## src/rtl/rsp_pkg.sv

```systemverilog
package rsp_pkg;

    // Width of the internal accumulator; the result is sign-extended or
    // truncated to the 32-bit output field.
    localparam int VALUE_BITS = 32;
    localparam int OUT_W      = 32;
    localparam int CH_W       = 8;
    localparam int DIGIT_W    = 4;

    // Character codes the parser recognises.
    localparam logic [CH_W-1:0] CH_NUL   = 8'h00;
    localparam logic [CH_W-1:0] CH_SPACE = 8'h20;
    localparam logic [CH_W-1:0] CH_MINUS = 8'h2D;
    localparam logic [CH_W-1:0] CH_ZERO  = 8'h30;
    localparam logic [CH_W-1:0] CH_SEVEN = 8'h37;
    localparam logic [CH_W-1:0] CH_NINE  = 8'h39;
    localparam logic [CH_W-1:0] CH_UPA   = 8'h41;
    localparam logic [CH_W-1:0] CH_UPF   = 8'h46;
    localparam logic [CH_W-1:0] CH_UPX   = 8'h58;
    localparam logic [CH_W-1:0] CH_LOWX  = 8'h78;

    // Value of the letter A as a hex digit.
    localparam logic [DIGIT_W-1:0] HEX_A_VAL = 4'd10;

    // Parse phase of the current string.
    typedef enum logic [2:0] {
        PH_LEAD   = 3'd0,
        PH_BASE   = 3'd1,
        PH_ZERO   = 3'd2,
        PH_FIRST  = 3'd3,
        PH_DIGITS = 3'd4,
        PH_BAD    = 3'd5
    } t_phase;

    // Selected number base.
    typedef enum logic [1:0] {
        RX_DEC = 2'd0,
        RX_OCT = 2'd1,
        RX_HEX = 2'd2
    } t_radix;

    // Character held in the input register, passed to the parser core.
    typedef struct packed {
        logic            valid;
        logic [CH_W-1:0] ch;
    } t_char_req;

endpackage

```

## src/rtl/rsp_in_stage.sv

```systemverilog
module rsp_in_stage (
    input  logic                       i_clk,
    input  logic                       i_rst_n,
    input  logic [rsp_pkg::CH_W-1:0]   i_ch,
    input  logic                       i_ch_valid,
    output logic                       o_ch_ready,
    input  logic                       i_take,
    output rsp_pkg::t_char_req         o_req
);

    logic                     r_valid;
    logic [rsp_pkg::CH_W-1:0] r_ch;
    logic                     load;

    // The register can take a new request when empty or being drained.
    assign o_ch_ready = !r_valid || i_take;
    assign load       = i_ch_valid && o_ch_ready;

    // Valid flag of the input register.
    always_ff @(posedge i_clk) begin
        if (!i_rst_n) begin
            r_valid <= 1'b0;
        end else if (load) begin
            r_valid <= 1'b1;
        end else if (i_take) begin
            r_valid <= 1'b0;
        end
    end

    // Character payload; needs no reset.
    always_ff @(posedge i_clk) begin
        if (load) begin
            r_ch <= i_ch;
        end
    end

    assign o_req.valid = r_valid;
    assign o_req.ch    = r_ch;

endmodule

```

## src/rtl/rsp_core.sv

```systemverilog
module rsp_core (
    input  logic                             i_clk,
    input  logic                             i_rst_n,
    input  rsp_pkg::t_char_req               i_req,
    output logic                             o_take,
    output logic                             o_res_valid,
    input  logic                             i_res_ready,
    output logic signed [rsp_pkg::OUT_W-1:0] o_value,
    output logic                             o_status
);

    localparam int VB = rsp_pkg::VALUE_BITS;

    // Parser state.
    rsp_pkg::t_phase r_phase, n_phase;
    rsp_pkg::t_radix r_radix, n_radix;
    logic            r_neg, n_neg;
    logic [VB-1:0]   r_accum, n_accum;

    // Result register.
    logic                             r_out_valid;
    logic signed [rsp_pkg::OUT_W-1:0] r_value;
    logic                             r_status;

    logic [rsp_pkg::CH_W-1:0]    c;
    logic                        fire;
    logic                        is_nul;
    logic                        is_space;
    logic                        is_x;
    logic                        first_path;
    rsp_pkg::t_radix             eff_radix;
    logic                        dig_ok;
    logic [rsp_pkg::DIGIT_W-1:0] dig_val;
    logic [VB-1:0]               acc_scaled;
    logic                        res_fire;
    logic                        res_ok;
    logic signed [VB-1:0]        signed_acc;
    logic signed [rsp_pkg::OUT_W-1:0] res_value;

    assign c        = i_req.ch;
    assign fire     = i_req.valid && (!r_out_valid || i_res_ready);
    assign o_take   = fire;
    assign is_nul   = (c == rsp_pkg::CH_NUL);
    assign is_space = (c == rsp_pkg::CH_SPACE);
    assign is_x     = (c == rsp_pkg::CH_UPX) || (c == rsp_pkg::CH_LOWX);

    // Characters that go straight to first-digit handling, and the base
    // that applies to them.
    always_comb begin
        first_path = 1'b0;
        eff_radix  = r_radix;
        case (r_phase)
            rsp_pkg::PH_LEAD: begin
                first_path = !is_space && !is_nul && (c != rsp_pkg::CH_MINUS)
                             && (c != rsp_pkg::CH_ZERO);
                eff_radix  = rsp_pkg::RX_DEC;
            end
            rsp_pkg::PH_BASE: begin
                first_path = (c != rsp_pkg::CH_ZERO);
                eff_radix  = rsp_pkg::RX_DEC;
            end
            rsp_pkg::PH_ZERO: begin
                first_path = !is_space && !is_nul && !is_x;
                eff_radix  = rsp_pkg::RX_OCT;
            end
            rsp_pkg::PH_FIRST: begin
                first_path = 1'b1;
            end
            default: begin
                first_path = 1'b0;
            end
        endcase
    end

    // Digit decode for the effective base; hex letters are uppercase only.
    always_comb begin
        dig_ok  = 1'b0;
        dig_val = '0;
        if (c >= rsp_pkg::CH_ZERO && c <= rsp_pkg::CH_SEVEN) begin
            dig_ok  = 1'b1;
            dig_val = rsp_pkg::DIGIT_W'(c - rsp_pkg::CH_ZERO);
        end else if (c > rsp_pkg::CH_SEVEN && c <= rsp_pkg::CH_NINE
                     && eff_radix != rsp_pkg::RX_OCT) begin
            dig_ok  = 1'b1;
            dig_val = rsp_pkg::DIGIT_W'(c - rsp_pkg::CH_ZERO);
        end else if (c >= rsp_pkg::CH_UPA && c <= rsp_pkg::CH_UPF
                     && eff_radix == rsp_pkg::RX_HEX) begin
            dig_ok  = 1'b1;
            dig_val = rsp_pkg::DIGIT_W'(c - rsp_pkg::CH_UPA) + rsp_pkg::HEX_A_VAL;
        end
    end

    // Accumulator times the base, built from shifts and one add.
    always_comb begin
        case (r_radix)
            rsp_pkg::RX_OCT: acc_scaled = r_accum << 3;
            rsp_pkg::RX_HEX: acc_scaled = r_accum << 4;
            default:         acc_scaled = (r_accum << 3) + (r_accum << 1);
        endcase
    end

    // Next-state logic of the parser.
    always_comb begin
        n_phase = r_phase;
        n_radix = r_radix;
        n_neg   = r_neg;
        n_accum = r_accum;
        if (fire) begin
            if (is_nul) begin
                // The terminator always returns the parser to its idle state.
                n_phase = rsp_pkg::PH_LEAD;
                n_radix = rsp_pkg::RX_DEC;
                n_neg   = 1'b0;
                n_accum = '0;
            end else if (first_path) begin
                n_radix = eff_radix;
                n_phase = rsp_pkg::PH_FIRST;
                if (!is_space) begin
                    if (dig_ok) begin
                        n_accum = VB'(dig_val);
                        n_phase = rsp_pkg::PH_DIGITS;
                    end else begin
                        n_phase = rsp_pkg::PH_BAD;
                    end
                end
            end else begin
                case (r_phase)
                    rsp_pkg::PH_LEAD: begin
                        if (c == rsp_pkg::CH_MINUS) begin
                            n_neg   = 1'b1;
                            n_phase = rsp_pkg::PH_BASE;
                        end else if (c == rsp_pkg::CH_ZERO) begin
                            n_phase = rsp_pkg::PH_ZERO;
                        end
                    end
                    rsp_pkg::PH_BASE: begin
                        n_phase = rsp_pkg::PH_ZERO;
                    end
                    rsp_pkg::PH_ZERO: begin
                        if (is_x) begin
                            n_radix = rsp_pkg::RX_HEX;
                            n_phase = rsp_pkg::PH_FIRST;
                        end
                    end
                    rsp_pkg::PH_DIGITS: begin
                        if (!is_space) begin
                            if (dig_ok) begin
                                n_accum = acc_scaled + VB'(dig_val);
                            end else begin
                                n_phase = rsp_pkg::PH_BAD;
                            end
                        end
                    end
                    default: begin
                        n_phase = rsp_pkg::PH_BAD;
                    end
                endcase
            end
        end
    end

    // Result logic: one result per terminator.
    always_comb begin
        res_fire   = fire && is_nul;
        res_ok     = (r_phase == rsp_pkg::PH_ZERO) || (r_phase == rsp_pkg::PH_DIGITS);
        signed_acc = r_neg ? signed'(VB'(0) - r_accum) : signed'(r_accum);
        res_value  = res_ok ? rsp_pkg::OUT_W'(signed_acc) : '0;
    end

    // Parser state registers.
    always_ff @(posedge i_clk) begin
        if (!i_rst_n) begin
            r_phase <= rsp_pkg::PH_LEAD;
            r_radix <= rsp_pkg::RX_DEC;
            r_neg   <= 1'b0;
            r_accum <= '0;
        end else begin
            r_phase <= n_phase;
            r_radix <= n_radix;
            r_neg   <= n_neg;
            r_accum <= n_accum;
        end
    end

    // Result valid flag.
    always_ff @(posedge i_clk) begin
        if (!i_rst_n) begin
            r_out_valid <= 1'b0;
        end else if (res_fire) begin
            r_out_valid <= 1'b1;
        end else if (i_res_ready) begin
            r_out_valid <= 1'b0;
        end
    end

    // Result payload.
    always_ff @(posedge i_clk) begin
        if (res_fire) begin
            r_value  <= res_value;
            r_status <= !res_ok;
        end
    end

    assign o_res_valid = r_out_valid;
    assign o_value     = r_value;
    assign o_status    = r_status;

endmodule

```

## src/rtl/radix_integer_string_parser_top.sv

```systemverilog
// Channel   Valid        Ready        Payload
// input     i_ch_valid   o_ch_ready   i_ch (8-bit character, zero ends the string)
// result    o_res_valid  i_res_ready  o_value (32-bit signed), o_status (1 bit)
//
// One character is accepted per cycle while o_ch_ready is high. A character is parsed
// as the core takes it from the input register; a terminator's result is registered
// onto o_res_valid. The parse step is a single pass of digit decode and shift-add.
// Reset is synchronous and active low; it returns the parser to leading-space skip.
// While a result waits with i_res_ready low, the parser holds every character, the
// input register fills and o_ch_ready stays low until the result is taken.
module radix_integer_string_parser_top (
    input  logic                             i_clk,
    input  logic                             i_rst_n,
    input  logic [rsp_pkg::CH_W-1:0]         i_ch,
    input  logic                             i_ch_valid,
    output logic                             o_ch_ready,
    output logic signed [rsp_pkg::OUT_W-1:0] o_value,
    output logic                             o_status,
    output logic                             o_res_valid,
    input  logic                             i_res_ready
);

    rsp_pkg::t_char_req req;
    logic               take;

    // Input register.
    rsp_in_stage u_in_stage (
        .i_clk      (i_clk),
        .i_rst_n    (i_rst_n),
        .i_ch       (i_ch),
        .i_ch_valid (i_ch_valid),
        .o_ch_ready (o_ch_ready),
        .i_take     (take),
        .o_req      (req)
    );

    // Parser state and result register.
    rsp_core u_core (
        .i_clk       (i_clk),
        .i_rst_n     (i_rst_n),
        .i_req       (req),
        .o_take      (take),
        .o_res_valid (o_res_valid),
        .i_res_ready (i_res_ready),
        .o_value     (o_value),
        .o_status    (o_status)
    );

endmodule
```

## config.mk

```make
export PLATFORM = sky130hd
export DESIGN_NAME = radix_integer_string_parser_top
export DESIGN_NICKNAME = d
export VERILOG_FILES = /design/src/rtl/rsp_pkg.sv /design/src/rtl/rsp_in_stage.sv /design/src/rtl/rsp_core.sv /design/src/rtl/radix_integer_string_parser_top.sv
export SDC_FILE = /design/constraint.sdc
export NUM_CORES = 1
export LEC_CHECK = 0
export BUFFER_PORTS_ARGS = -buffer_cell sky130_fd_sc_hd__buf_2
export CORE_UTILIZATION = 48
export CTS_BUF_LIST = sky130_fd_sc_hd__clkbuf_4 sky130_fd_sc_hd__clkbuf_8
export DETAILED_ROUTE_END_ITERATION = 12
export GPL_TIMING_DRIVEN = 0
export PLACE_DENSITY = 0.73
export SLEW_MARGIN = 10
export SYNTH_ARGS = -nofsm -noshare
export SYNTH_HDL_FRONTEND = slang
export SYNTH_SLANG_ARGS = --single-unit
```

## constraint.sdc

```tcl
create_clock -name i_clk -period 4.5 [get_ports i_clk]
set_clock_uncertainty 0.05 [all_clocks]
set_input_delay 0.675 -clock i_clk [delete_from_list [all_inputs] [get_ports i_clk]]
set_output_delay 0.675 -clock i_clk [all_outputs]
set_load 0.005 [all_outputs]
```

==> results.toml, run 1 <==
[floorplanning]
rows = 43
fp.coreArea_um2 = 14100
die_h_um = 123
dieArea_um2 = 15100
dieWidth_um = 123
ios = 47
initial_core_util = 0.498

[sta]
fin_hold_ws_ps = 441
fin_crit_sh = 0.953
tns_ps = 0
slew_headroom = 0.570
fmax_mhz = 233
worst_slew_pin_slew_ps = 641
setup_viol = 0
min_period_ps = 4290
hold_viol = 0
rsz0062_at_grt = "no"
finalMaxSlewViolations = 0

[cells_and_area]
num_antenna_cells = 0
nFillCells = 1280
final_common_cell = "nor2_1"
multi_input_area_um2 = 4720
final_cell_mix = "86 x nor2_1, 75 x nand2_1, 59 x o21ai_0, 54 x a21oi_1, 50 x buf_2"
fin_util = 0.547
fin_nets = 979
ff_latch_area_um2 = 2030
fin_cells = 1111
drive_gt1_frac = 0.108
syn_to_final_growth_pct = 9.91

[routing]
vias = 6937
vias_per_cell = 6.24
ant_nets = 0
wire_per_inst_um = 17.1
drc = 0
first_pass_iters = 6
first_iter_violations = 801
drt-total-wl_mm = 19.0

[clocking]
clk_pin_slew_ps = 90
clockBufferDepth = 2
cts-root-buf = "clkbuf_8"
cts_tree = "yes"
cts_num_sinks = 81
htreeDepth = 3
ctsHoldBuffers = 0
insertion_delay_ps = 360
cts_buffers = 9

[global_routing]
grt_pass1_wl_mm = 30.4
antenna_found_initial = 0
grt_max_degree = 34
grt_overflow = 0
grt_pass1_vias = 5925
grt_usage = 0.258

[synth]
synth_edf_count = 41
syn_inst = 870
ys_warn_count = 0
synth_top_area_share = 0.175
yosys.area.top_type = "edfxtp_1"
synth.area.top_cells = "edfxtp_1 18%, dfxtp_1 11%, ha_1 7.0%"
ys_seq_elements = 81
netlist_area_um2 = 7020
synth_nets = 923
ys_types = 80
yosysSeqAreaShare = 0.289
syn_avg_cell_area_um2 = 8.07
async_reset_ff_frac = 0
ys.flop_type = "edfxtp_1"

[placement]
dp.cells = 1097
gp_congestion = 0.933
dpl.hpwl_mm = 14.9
io_buffers = 46

[power]
p_leak_nw = 2.81
powerDensity_nw_per_um2 = 206
peakVddDrop_mv = 0.104

[critical_path]
start_kind = "register"
worst_ep_required_time_ps = 4740
rrSetupSlack_ps = 210
crit_type = "reg2reg"
cp-end-kind = "register"
rr_endpoint = "u_core.r_accum[31]"
worstReg2RegStart = "u_core.r_radix[0]"
cp_max_fo = 10
worstPathArrival_ps = 4530
ff2ff_path_depth = 15

[min_path]
hp-class = "in2reg"
hold_depth = 1
worstHoldStart = "i_ch[0]"
min_to = "u_in_stage.r_ch[0]"

[run]
drv_cap = 0

[status]
status = "finished clean"
worst max-delay path by stage:
| stage | to | cells past startpoint | from |
|---|---|---|---|
| 3_3_place_gp | u_core.r_accum[31] | 16 | u_core.r_radix[0] |
| 3_5_place_dp | u_core.r_accum[31] | 16 | u_core.r_radix[0] |
| 5_1_grt | u_core.r_accum[31] | 15 | u_core.r_radix[1] |
| 2_1_floorplan | u_core.r_accum[31] | 16 | u_core.r_radix[0] |
| 4_1_cts | u_core.r_accum[26] | 14 | u_core.r_radix[0] |
| 6_report | u_core.r_accum[31] | 15 | u_core.r_radix[0] |
critical path: stages (launching register included):
cell,delay [ps]
dfxtp_1,390
inv_1,100
ha_1,380
clkinvlp_4,250
clkbuf_1,310
clkbuf_2,300
nor2_1,190
ha_1,230
fa_1,220
a21oi_1,90
or3_1,440
inv_1,180
nand3_2,210
or4_4,540
o21a_1,190
o31ai_2,160
report_power, final:
group	total (W)	switching, W	internal, W
clock network	0.000500	0.000259	0.000241
logic	0.000294	0.000191	0.000103
registers	0.000793	0.0000125	0.000780
total	0.00159	0.000463	0.00112
kinds of logic after synthesis:
kind of cell	Yosys count	share of synthesized area
simple gates	333	0.241
compound gates	265	0.260
flops	81	0.289
buf+inv	79	0.0431
xor+xnor	62	0.0773
fa+ha+maj	41	0.0752
mux	9	0.0132
state kept, by name, summed over array words and instances, names as in the netlist:
register            cells
u_core.r_phase          3
u_core.r_radix          2
u_in_stage.r_valid      1
u_core.o_status         1
u_core.o_res_valid      1
u_core.o_value         32
u_in_stage.r_ch         8
u_core.r_accum         32
u_core.r_neg            1
what timing repair did:
action,4_1_cts,5_1_grt
gates resized for setup,4,10
setup buffers,0,0
setup endpoints to repair,22,11
routing by layer:
| metal | vias up | share of wire | global-route usage |
|---|---|---|---|
| met5 | - | 0 | 0 |
| met4 | 0 | 0.017 | 0.0838 |
| met3 | 36 | 0.087 | 0.0295 |
| met2 | 325 | 0.43 | 0.383 |
| met1 | 3201 | 0.47 | 0.385 |
| li1 | 3375 | - | - |
synthesized netlist by cell type, types with 14 or more instances:
cell type / number
nor2_1: 87
nand2_1: 75
o21ai_0: 60
a21oi_1: 54
clkbuf_1: 50
edfxtp_1: 41
dfxtp_1: 40
ha_1: 39
xor2_1: 37
nand3_1: 35
nor3_1: 25
xnor2_1: 25
inv_1: 19
a221oi_1: 16
nor2b_1: 16
nand4_1: 14
area by class of cell:
class	count	area share
multi-input cells	710	0.612
flip-flops and latches	81	0.263
repair buffers	47	0.0324
plain buffers	57	0.0293
well taps	180	0.0292
clock buffers	13	0.0216
inverters	20	0.0102
clock inverters	3	0.00195
through the flow:
stage | worst slack [ps] | area [µm²] | power [W]
after floorplan | 353 | 7020 | 0.00102
after global placement | -593 | 7480 | 0.00109
after detailed placement | -633 | 7500 | 0.00109
after CTS | 5.44 | 7690 | 0.00158
after global routing | 10.2 | 7720 | 0.00164
final | 211 | 7720 | 0.00159
(Power assumes the default switching activity.)
==> inputs of run 2 (changes only) <==
--- a/config.mk
+++ b/config.mk
@@ -5,12 +5,15 @@
 export SDC_FILE = /design/constraint.sdc
 export NUM_CORES = 1
 export LEC_CHECK = 0
+export ABC_AREA = 1
 export BUFFER_PORTS_ARGS = -buffer_cell sky130_fd_sc_hd__buf_2
+export CORE_MARGIN = 5
 export CORE_UTILIZATION = 48
 export CTS_BUF_LIST = sky130_fd_sc_hd__clkbuf_4 sky130_fd_sc_hd__clkbuf_8
+export CTS_CLUSTER_SIZE = 24
 export DETAILED_ROUTE_END_ITERATION = 12
 export GPL_TIMING_DRIVEN = 0
-export PLACE_DENSITY = 0.73
+export PLACE_DENSITY = 0.72
 export SLEW_MARGIN = 10
 export SYNTH_ARGS = -nofsm -noshare
 export SYNTH_HDL_FRONTEND = slang
==> run 2 against run 1 <==
  * Design area up 11%
  * Highest routed layer unchanged
  * Sequential power up 0.5%
  * Cell count up 35%
  * Largest cell class unchanged
  * Via count up 18%
  * Critical endpoint is now u_core.r_accum[25]
  * Sequential share of layout area down 2.5 points
  * First-iteration DRC count down 9.6%
==> results.toml, run 2 <==
[floorplanning]
dieWidth_um = 137
dieArea_um2 = 18800
rows = 46
ios = 47
die_h_um = 137
fp.coreArea_um2 = 15900
initial_core_util = 0.489

[clocking]
cts_buffers = 9
ctsHoldBuffers = 0
htreeDepth = 3
clk_pin_slew_ps = 80
cts_num_sinks = 81
cts-root-buf = "clkbuf_8"
cts_tree = "yes"
clockBufferDepth = 2
insertion_delay_ps = 380

[critical_path]
worstPathArrival_ps = 4340
worst_ep_required_time_ps = 4760
start_kind = "register"
crit_top_cell = "nor2_4"
cpPeakStageDelay_ps = 330
cp_max_fo = 10
cp_slowest_cell = "dfxtp_1"
path_cells = "inv_1 > ha_1 > buf_6 > buf_2 > clkbuf_4 > clkbuf_4 > nand2_1 > inv_1 > ha_1 > fa_1 > a21oi_1 > nand3b_1 > nor2_4 > nand3_2 > nor2_4 > nand4_4 > nor2_4 > nand3_4 > nor2_4 > nand2_1 > nand2_1 > nand3_1 > a21oi_2"
cp-end-kind = "register"
crit_type = "reg2reg"

[global_routing]
grt_max_degree = 29
antenna_found_initial = 0
grt_pass1_vias = 7365
grt_overflow = 0
grt_pass1_wl_mm = 37.2
grt_usage = 0.251

[cells_and_area]
fin_cells = 1495
nFillCells = 1614
final_cell_mix = "350 x nand2_1, 176 x inv_1, 105 x nand3_1, 101 x nor2_1, 90 x a21oi_1"
drive_gt1_frac = 0.139
num_antenna_cells = 0
final_common_cell = "nand2_1"
post-route-cell-area_um2 = 8530
multi_input_area_um2 = 4850
fin_nets = 1327
syn_to_final_growth_pct = 9.81
ff_latch_area_um2 = 2030

[synth]
yosys.area.top_type = "nand2_1"
async_reset_ff_frac = 0
ys_warn_count = 0
synth_top_area_share = 0.169
syn_avg_cell_area_um2 = 6.39
synth.top_cells.by_count = "350 x nand2_1, 177 x inv_1, 105 x nand3_1"
ys.flop_type = "edfxtp_1"
ys_seq_elements = 81
yosysSeqAreaShare = 0.262
netlist_area_um2 = 7760
synth.most_common_cell = "nand2_1"
synth.area.top_cells = "nand2_1 17%, edfxtp_1 16%, dfxtp_1 10%"
syn_inst = 1216
synth_edf_count = 41
ys_types = 54
synth_nets = 1269

[run]
drv_cap = 0

[power]
powerDensity_nw_per_um2 = 219
p_leak_nw = 3.82
p_total_w = 0.00187
peakVddDrop_mv = 0.171

[sta]
fin_crit_sh = 0.907
worst_slew_pin_slew_ps = 677
slew_headroom = 0.549
min_period_ps = 4080
hold_viol = 0
finalMaxSlewViolations = 0
rsz0062_at_grt = "no"
setup_viol = 0
fin_hold_ws_ps = 428
fmax_mhz = 245

[routing]
vias = 8154
first_pass_iters = 6
highest_layer = "met4"
drc = 0
vias_per_cell = 5.45
drt-total-wl_mm = 23.1
routed-wl-met3_mm = 1.67
wire_per_inst_um = 15.5
ant_nets = 0
first_iter_violations = 724
routed-wl-met2_mm = 10.6
wirelength_met1_mm = 9.82

[placement]
gp_congestion = 0.969
place_area_um2 = 8290
dpl.hpwl_mm = 18.5
dp.cells = 1479
io_buffers = 46

[status]
status = "finished clean"

[min_path]
hp-class = "in2reg"
[run 2: cell types whose count changed after synthesis, moves of 19 or more]
cell	before	now
nand3_1	35	105
xor2_1	37	6
a21oi_1	54	90
clkbuf_1	50	8
nand2_1	75	350
inv_1	19	177
o21ai_0	60	41
xnor2_1	25	3
nand2_2	0	20
[run 2: critical path, delay by kind of cell, from the launching register on]
kind                     cells  cell delay (ps)
AO/OA/AOI/OAI                2              190
buffers and inverters        6             1100
adder cells (fa/ha/maj)      3              710
flip-flops                   1              330
AND/OR/NAND/NOR             12             1630
[run 2: stage by stage]
stage / setup WS, ps / util / TNS (ps)
finish: 418 / 0.537 / 0
global route: 8.58 / 0.537 / 0
CTS: 383 / 0.536 / 0
detailed placement: 419 / 0.522 / 0
global placement: -18.0 / 0.520 / -18.0
floorplan: 1110 / - / 0
[run 2: path summary, 6_finish.rpt]
path	start	end	slack (ps)	depth (start not counted)
worst max-delay path	u_core.r_radix[0]	u_core.r_accum[25]	420	23
worst min-delay path	i_ch[6]	u_in_stage.r_ch[6]	430	1
worst max register to register	u_core.r_radix[0]	u_core.r_accum[25]	420	23
worst min register to register	u_core.o_res_valid	u_core.o_res_valid	460	2
[run 2: layout make-up]
| class | instances | area share |
|---|---|---|
| Clock inverter | 4 | 0.00895 |
| Multi-Input combinational cell | 915 | 0.569 |
| Clock buffer | 12 | 0.0179 |
| Timing Repair Buffer | 47 | 0.0293 |
| Tap cell | 216 | 0.0317 |
| Inverter | 197 | 0.0870 |
| Sequential cell | 81 | 0.238 |
| Buffer | 23 | 0.0175 |
[run 2: cells by family after synthesis]
logic type      Yosys count  share of synthesized area
xor+xnor                  9                     0.0102
fa+ha+maj                41                     0.0680
flops                    81                      0.262
compound gates          194                      0.144
buf+inv                 220                      0.114
simple gates            671                      0.402
[run 2: power by group]
part	total, W	internal [W]	switching, W
Clock	0.000620	0.000341	0.000278
Sequential	0.000797	0.000784	0.0000133
Combinational	0.000452	0.000126	0.000327
[run 2: per-layer routing]
layer  vias up  global-route usage
met5         -                   0
met4         0               0.103
met3        81              0.0383
met2       308               0.415
met1      3641               0.327
li1       4124                   -
[run 2: repair_timing]
action,in CTS,in global routing
hold endpoints to repair,0,0
gates resized for setup,0,3
endpoints found under the setup margin,0,2
setup buffers,0,0
==> inputs of run 3 (changes only) <==
--- a/config.mk
+++ b/config.mk
@@ -7,13 +7,15 @@
 export LEC_CHECK = 0
 export ABC_AREA = 1
 export BUFFER_PORTS_ARGS = -buffer_cell sky130_fd_sc_hd__buf_2
+export CELL_PAD_IN_SITES_DETAIL_PLACEMENT = 0
+export CELL_PAD_IN_SITES_GLOBAL_PLACEMENT = 2
 export CORE_MARGIN = 5
-export CORE_UTILIZATION = 48
+export CORE_UTILIZATION = 35
 export CTS_BUF_LIST = sky130_fd_sc_hd__clkbuf_4 sky130_fd_sc_hd__clkbuf_8
 export CTS_CLUSTER_SIZE = 24
 export DETAILED_ROUTE_END_ITERATION = 12
 export GPL_TIMING_DRIVEN = 0
-export PLACE_DENSITY = 0.72
+export PLACE_DENSITY_LB_ADDON = 0.1
 export SLEW_MARGIN = 10
 export SYNTH_ARGS = -nofsm -noshare
 export SYNTH_HDL_FRONTEND = slang
==> run 3 against run 2 <==
  * Routed wire length up 15%
  * Largest power group unchanged
  * Critical path depth up 3
  * Global-route usage down 4.1 points
  * Cell count up 4.3%
  * Utilization down 14 points
  * Sequential power about the same
  * Design area up 0.82%
  * Sequential cell count unchanged
  * Sequential share of layout area down 0.19 points
  * Maximum frequency up 2.1%
  * Via count down 3.4%
  * Clock power down 7.6%
==> results.toml, run 3 (synthesized netlist as in run 2, its figures left out) <==
[floorplanning]
initial_core_util = 0.356
die_h_um = 159
fp.coreArea_um2 = 21800
dieArea_um2 = 25300
ios = 47
dieWidth_um = 159
rows = 54

[clocking]
cts_num_sinks = 81
insertion_delay_ps = 370
cts_tree = "yes"
ctsHoldBuffers = 0
htreeDepth = 3
cts_buffers = 9
clockBufferDepth = 2
cts-root-buf = "clkbuf_8"
clk_pin_slew_ps = 90

[cells_and_area]
final_cell_mix = "350 x nand2_1, 177 x inv_1, 105 x nand3_1, 101 x nor2_1, 89 x a21oi_1"
nFillCells = 2462
drive_gt1_frac = 0.141
fin_util = 0.394
syn_to_final_growth_pct = 10.7
final_common_cell = "nand2_1"
post-route-cell-area_um2 = 8600
num_antenna_cells = 0
fin_nets = 1328

[power]
p_leak_nw = 3.82
p_total_w = 0.00183
powerDensity_nw_per_um2 = 213
peakVddDrop_mv = 0.155

[min_path]
hp-class = "in2reg"

[routing]
drt-total-wl_mm = 26.6
vias = 7879
first_iter_violations = 440
vias_per_cell = 5.05
ant_nets = 0
first_pass_iters = 5
drc = 0
wire_per_inst_um = 17.1

[critical_path]
cp_max_fo = 5
cp-end-kind = "register"
worstPathArrival_ps = 4170
crit_type = "reg2reg"
worst_ep_required_time_ps = 4670
start_kind = "register"

[sta]
setup_viol = 0
setup_slack_ps = 501
fmax_mhz = 250
hold_viol = 0
fin_crit_sh = 0.889
finalMaxSlewViolations = 0
worst_slew_pin_slew_ps = 762
rsz0062_at_grt = "no"
min_period_ps = 4000
slew_headroom = 0.492
tns_ps = 0

[placement]
dpl.hpwl_mm = 21.9
io_buffers = 46
place_area_um2 = 8370
dp_worst_setup_slack_ps = 269
gp_congestion = 0.881

[global_routing]
grt_usage = 0.210
gr-usage-met3 = 0.0282
grt.busiest_layer = "met2"
grt_pass1_wl_mm = 42.8
grt_max_degree = 27
met2_usage = 0.358
antenna_found_initial = 0
grt_overflow = 0
grt_pass1_vias = 7821
use_met1 = 0.281

[run]
drv_cap = 0

[status]
status = "finished clean"
[run 3: cell count changes in the layout (fill, tap and decap cells not counted), sizes merged]
cell / previous run / this run
clkbuf: 24 / 20
clkinv: 2 / 5
inv: 196 / 197
bufinv: 2 / 1
buf: 58 / 61
clkinvlp: 1 / 0
[run 3: path summary, 6_finish.rpt]
path | startpoint | end | slack (ps) | cells past startpoint
worst max-delay path | u_in_stage.r_ch[0] | u_core.r_accum[30] | 500 | 26
worst min-delay path | i_ch[1] | u_in_stage.r_ch[1] | 430 | 1
worst max register to register | u_in_stage.r_ch[0] | u_core.r_accum[30] | 500 | 26
worst min register to register | u_core.r_accum[31] | u_core.r_accum[31] | 450 | 2
[run 3: critical path, stage by stage (launching register included)]
cell	delay, ps
edfxtp_1	450
inv_1	170
ha_1	190
nand2_1	60
a211oi_1	260
o21ai_1	110
nand2_1	130
inv_2	70
nand2_1	120
inv_1	100
a21oi_2	170
ha_1	230
nand3_1	110
nand2_1	80
nand2_1	110
nor2_4	130
nand3_1	120
nor2_2	150
nand4_2	150
nor2_4	180
nand2_1	110
nor2_2	190
nand3_1	160
nand2_1	90
nand2_1	50
nand2_1	60
a21oi_1	60
[run 3: final cells by class]
| class | count | area, µm² | share of cell area |
|---|---|---|---|
| Buffer | 21 | 138 | 0.0160 |
| Timing Repair Buffer | 50 | 273 | 0.0317 |
| Clock buffer | 10 | 138 | 0.0160 |
| Inverter | 197 | 742 | 0.0863 |
| Clock inverter | 6 | 66.3 | 0.00771 |
| Sequential cell | 81 | 2030 | 0.236 |
| Multi-Input combinational cell | 915 | 4860 | 0.565 |
| Tap cell | 280 | 350 | 0.0408 |
[run 3: through the flow]
| step | hold WS (ps) | std cells |
|---|---|---|
| after floorplan | 418 | 1216 |
| after global placement | 433 | 1542 |
| after detailed placement | 442 | 1543 |
| after CTS | 409 | 1559 |
| after global routing | 406 | 1560 |
| final | 429 | 1560 |
[run 3: routing by layer]
layer | wire length, µm | vias up
li1 | - | 4127
met1 | 12600 | 3568
met2 | 12600 | 153
met3 | 901 | 31
met4 | 594 | 0
met5 | 0 | -
[run 3: where the power goes]
group	total (W)	leakage, nW	internal [W]	switching, W
combinational	0.000461	3.06	0.000125	0.000335
sequential	0.000797	0.655	0.000784	0.0000135
clock	0.000573	0.107	0.000274	0.000299
total	0.00183	3.82	0.00118	0.000648
[run 3: what timing repair did]
action / 4_1_cts / 5_1_grt
buffers inserted: 0 / 3
setup endpoints to repair: 0 / 4
gates resized for setup: 0 / 2
